$ cat src/kvls_pkg.sv
`default_nettype none
package kvls_pkg;

  localparam int MAX_KEYS_DEF = 256;
  localparam int TIME_W       = 32;
  localparam int COMP_W       = 32;
  localparam int FRAC_BITS    = 16;
  localparam int HELD_W       = 9;
  localparam int COMP_N       = 3;
  localparam int DIV_CNT_W    = $clog2(FRAC_BITS);

  typedef enum logic [1:0] {
    ACT_APPEND = 2'd0,
    ACT_CLEAR  = 2'd1,
    ACT_SAMPLE = 2'd2,
    ACT_NONE   = 2'd3
  } action_t;

  typedef enum logic [1:0] {
    ST_OK    = 2'd0,
    ST_FULL  = 2'd1,
    ST_EMPTY = 2'd2
  } status_t;

  typedef enum logic [1:0] {
    RD_ZERO,
    RD_LAST,
    RD_SCAN
  } rd_sel_t;

  typedef enum logic [3:0] {
    S_IDLE,
    S_DISPATCH,
    S_CHK_FIRST,
    S_CHK_LAST,
    S_SCAN,
    S_DIV,
    S_MUL,
    S_ADD,
    S_DONE
  } state_t;

  typedef struct packed {
    logic signed [COMP_W-1:0] x;
    logic signed [COMP_W-1:0] y;
    logic signed [COMP_W-1:0] z;
  } vec3_t;

  typedef struct packed {
    logic    load_in;
    logic    res_zero;
    status_t res_status;
    logic    do_append;
    logic    do_clear;
    rd_sel_t rd_sel;
    logic    copy_rd;
    logic    scan_reset;
    logic    scan_step;
    logic    capture_seg;
    logic    div_step;
    logic    comp_reset;
    logic    mul;
    logic    add;
    logic    out_load;
  } cmd_t;

  typedef struct packed {
    action_t act;
    logic    full;
    logic    n_zero;
    logic    n_one;
    logic    t_le_rd;
    logic    t_ge_rd;
    logic    t_lt_rd;
    logic    div_last;
    logic    comp_last;
    logic    out_busy;
  } sts_t;

  function automatic logic signed [COMP_W-1:0] vec_comp(vec3_t v, logic [1:0] idx);
    logic signed [COMP_W-1:0] c;
    unique case (idx)
      2'd0:    c = v.x;
      2'd1:    c = v.y;
      default: c = v.z;
    endcase
    return c;
  endfunction

endpackage
`default_nettype wire

$ cat src/kvls_ctrl.sv
`default_nettype none
module kvls_ctrl (
  input  wire logic           clk,
  input  wire logic           rst,
  input  wire logic           item_valid,
  output logic                item_ready,
  input  wire kvls_pkg::sts_t sts,
  output kvls_pkg::cmd_t      cmd
);
  import kvls_pkg::*;

  state_t state;
  state_t state_next;

  always_ff @(posedge clk) begin
    if (rst) begin
      state <= S_IDLE;
    end else begin
      state <= state_next;
    end
  end

  always_comb begin
    state_next = state;
    unique case (state)
      S_IDLE: begin
        if (item_valid) state_next = S_DISPATCH;
      end
      S_DISPATCH: begin
        if (sts.act == ACT_SAMPLE && !sts.n_zero) state_next = S_CHK_FIRST;
        else state_next = S_DONE;
      end
      S_CHK_FIRST: begin
        if (sts.n_one || sts.t_le_rd) state_next = S_DONE;
        else state_next = S_CHK_LAST;
      end
      S_CHK_LAST: begin
        if (sts.t_ge_rd) state_next = S_DONE;
        else state_next = S_SCAN;
      end
      S_SCAN: begin
        if (sts.t_lt_rd) state_next = S_DIV;
      end
      S_DIV: begin
        if (sts.div_last) state_next = S_MUL;
      end
      S_MUL: begin
        state_next = S_ADD;
      end
      S_ADD: begin
        if (sts.comp_last) state_next = S_DONE;
        else state_next = S_MUL;
      end
      S_DONE: begin
        if (!sts.out_busy) state_next = S_IDLE;
      end
      default: state_next = S_IDLE;
    endcase
  end

  always_comb begin
    cmd        = '0;
    cmd.rd_sel = RD_ZERO;
    item_ready = 1'b0;
    unique case (state)
      S_IDLE: begin
        item_ready  = 1'b1;
        cmd.load_in = item_valid;
      end
      S_DISPATCH: begin
        cmd.res_zero = 1'b1;
        priority if (sts.act == ACT_APPEND && sts.full) begin
          cmd.res_status = ST_FULL;
        end else if (sts.act == ACT_SAMPLE && sts.n_zero) begin
          cmd.res_status = ST_EMPTY;
        end else begin
          cmd.res_status = ST_OK;
        end
        cmd.do_append = (sts.act == ACT_APPEND) && !sts.full;
        cmd.do_clear  = (sts.act == ACT_CLEAR);
        cmd.rd_sel    = RD_ZERO;
      end
      S_CHK_FIRST: begin
        cmd.rd_sel  = RD_LAST;
        cmd.copy_rd = sts.n_one || sts.t_le_rd;
      end
      S_CHK_LAST: begin
        cmd.copy_rd    = sts.t_ge_rd;
        cmd.rd_sel     = RD_ZERO;
        cmd.scan_reset = 1'b1;
      end
      S_SCAN: begin
        cmd.rd_sel      = RD_SCAN;
        cmd.capture_seg = sts.t_lt_rd;
        cmd.scan_step   = !sts.t_lt_rd;
      end
      S_DIV: begin
        cmd.div_step   = 1'b1;
        cmd.comp_reset = 1'b1;
      end
      S_MUL: begin
        cmd.mul = 1'b1;
      end
      S_ADD: begin
        cmd.add = 1'b1;
      end
      S_DONE: begin
        cmd.out_load = !sts.out_busy;
      end
      default: begin
        cmd = '0;
      end
    endcase
  end

endmodule
`default_nettype wire

$ cat config.mk
export PLATFORM = sky130hd
export DESIGN_NAME = kvls_ctrl
export DESIGN_NICKNAME = d
export VERILOG_FILES = /design/src/kvls_pkg.sv /design/src/kvls_ctrl.sv
export SDC_FILE = /design/constraint.sdc
export NUM_CORES = 1
export LEC_CHECK = 0
export CAP_MARGIN = 20
export CORE_AREA = 2 2 39 41
export CTS_BUF_LIST = sky130_fd_sc_hd__clkbuf_8
export DETAILED_ROUTE_END_ITERATION = 10
export DIE_AREA = 0 0 41 43
export DONT_BUFFER_PORTS = 1
export SLEW_MARGIN = 15
export SYNTH_ARGS = -nofsm -noshare
export SYNTH_HDL_FRONTEND = slang
export SYNTH_SLANG_ARGS = --single-unit
$ cat constraint.sdc
create_clock -name clk -period 1.68 [get_ports clk]
set_input_delay 0.336 -clock clk [delete_from_list [all_inputs] [get_ports clk]]
set_output_delay 0.336 -clock clk [all_outputs]
set_load 0.03 [all_outputs]
==> out/results.ini <==
[run_status]
status = finished with violations
violations = negative setup slack

[sta]
setup_ws_ns = -0.2400
worst_slew_pin_slew_ns = 0.4205
hold_viol = 0
skew_ns = 0.001444
period_share = 1.143
setup_violations = 7
max_clock_freq_ghz = 0.5208
fin_crit_ns = 1.920
setup-tns-final_ns = -1.101
maxSlewViolCount = 0
grt_setup_unrepaired = true
relSlewSlack = 0.7124

[drt]
remaining_drc_errors = 0
viasPerCell = 5.545
finalWirelength_um = 1567
wl_per_cell_um = 15.83
drt_iter0_drc = 16
ant_nets = 0
drtPass1Iterations = 4
vias = 549

[global_route]
grt_pass1_vias = 491
grt_usage = 0.1787
antenna_found_initial = 0
grt_pass1_wl_um = 2152
grt-ovfl-total = 0
grt_max_degree = 14

[synth]
synth.most_common_cell = nor3_1
synth_cell_type_count = 32
netlist_area_sq_um = 436.7
netlist.area_leader.share = 0.1834
synth-edff-count = 0
synthesis.nets = 74
synthTopCellsByArea = dfxtp_1 18%, nor3_1 6.9%, nand2b_1 5.7%, nor2_1 4.3%, nor2b_1 4.3%
syn_area_per_cell_sq_um = 7.278
synth-seq-cells = 4
synthArstFlopShare = 0
yosysWarnings = 0
synthMuxAreaShare = 0.02579
synth-adder-area-share = 0
synth_ff_type = dfxtp_1
yosys.area.top_type = dfxtp_1
synth_top_family_by_area = simple AND/OR/NAND/NOR gates
yosys.area_share.simple = 0.5158
synth_compound_area_frac = 0.1834
yosysSeqAreaShare = 0.1834
syn-instance-count = 60
synth_common_cells = 6 x nor3_1, 5 x nor2_1, 4 x dfxtp_1, 4 x nand2_1, 4 x nand2b_1
synthXorXnorAreaFrac = 0

[layout]
top_register = state
areaGrowthSynthToFinish_pct = 105.4
nNetsFinal = 99
drive_above_1_share = 0.5783
n_antenna_cell = 0
fillers = 118
reg_top3 = state x4
final_util = 0.6483
largest_reg_flops = 4
final_cells = 99

[die]
start_util = 0.3156
dieArea_sq_um = 1763
core_area_sq_um = 1384
die_w_um = 41
ios = 32
die_h_um = 43
rows = 14

[setup_path]
r2r_cells = 5
path_max_fanout = 3
crit_required_ns = 1.34
critical_path_class = reg2out
worstPathArrival_ns = 1.58
start_kind = flop
end_kind = primary output

[clocking]
path_clk_slew_ns = 0.03
cts_tree = built
clockBufferDepth = 2
clkSinkCount = 4
ctsRootBufferMaster = clkbuf_8
worstSkewPairLatency_ns = 0.21
numCtsBuffers = 3
htree_levels = 1

[hold_path]
hold_class = in2reg
whs_path_depth = 1

[power_and_ir_drop]
total_power_uw = 479.5
power_density_nw_per_um2 = 534.5
leakage_uw = 0.0003578
ir_drop_v = 0.0003040

[placed_design]
io_buffers = 0
hpwl_um = 1049
placedCellCount = 92
gp_congestion = 0.7441

[job]
drv_cap = 0

[layer usage]
layer	up-vias	global-route usage	wire length [um]
met5	-	0	0
met4	0	0.04000	0
li1	272	-	-
met1	259	0.2122	625
met3	0	0.05759	98
met2	18	0.2969	843
[final cells by class]
cell class,instances,area [sq um],area share
repair buffers,26,277.8,0.3096
multi-input cells,47,452.9,0.5049
inverters,3,23.77,0.02650
flip-flops and latches,4,81.33,0.09066
well taps,16,20.02,0.02232
clock buffers,3,41.29,0.04603
[power breakdown]
part / total [uW] / switching [uW] / internal [uW]
Clock: 200 / 47.6 / 153
Sequential: 104 / 3.12 / 100
Combinational: 176 / 91.4 / 84.4
Total: 479 / 142 / 337
[worst paths after layout]
path | start | end | slack [ns]
worst min register to register | state[3] | state[0] | 0.65
worst max-delay path | state[3] | cmd[14] | -0.24
worst min-delay path | rst | state[3] | 0.19
worst max register to register | state[3] | state[1] | 0.02
[layout by cell type (no fill, tap or decap), types with 2 or more instances in the layout]
cell and instances:
nor2_1 4, dfxtp_1 3, buf_6 10, nor2b_1 2, buf_12 3, clkbuf_8 3
nand2_1 4, nand2b_1 3, nor4b_4 3, buf_4 12, nor3_1 4, nor4_4 2
nor3_4 2
[kinds of logic after synthesis]
family                 after synthesis
AND/OR/NAND/NOR                     37
AO/OA/AOI/OAI                        9
buffers and inverters                9
flip-flops                           4
multiplexers                         1
[critical path: stages, from the launching register on]
cell and delay, ns:
dfxtp_1 0.30, or4b_4 0.60, buf_12 0.17, nor3_4 0.16, buf_6 0.15
[stage by stage]
stage,area (sq um),hold slack [ns],setup WS (ns)
floorplan,528.0,0.4054,-0.1951
global placement,689.4,0.4110,-0.06014
finish,897.1,0.1888,-0.2400
detailed placement,689.4,0.4087,-0.1129
global route,897.1,0.1899,-0.2983
CTS,812.0,0.1845,-0.3213
[timing repair]
item                                    in CTS  in global routing
gates resized for setup                     17                 13
hold buffers                                 0                  0
cloned                                       0                  0
endpoints found under the setup margin       9                 11
pin swaps                                    3                  2
setup buffers                                1                  4
(Power assumes the default switching activity.)
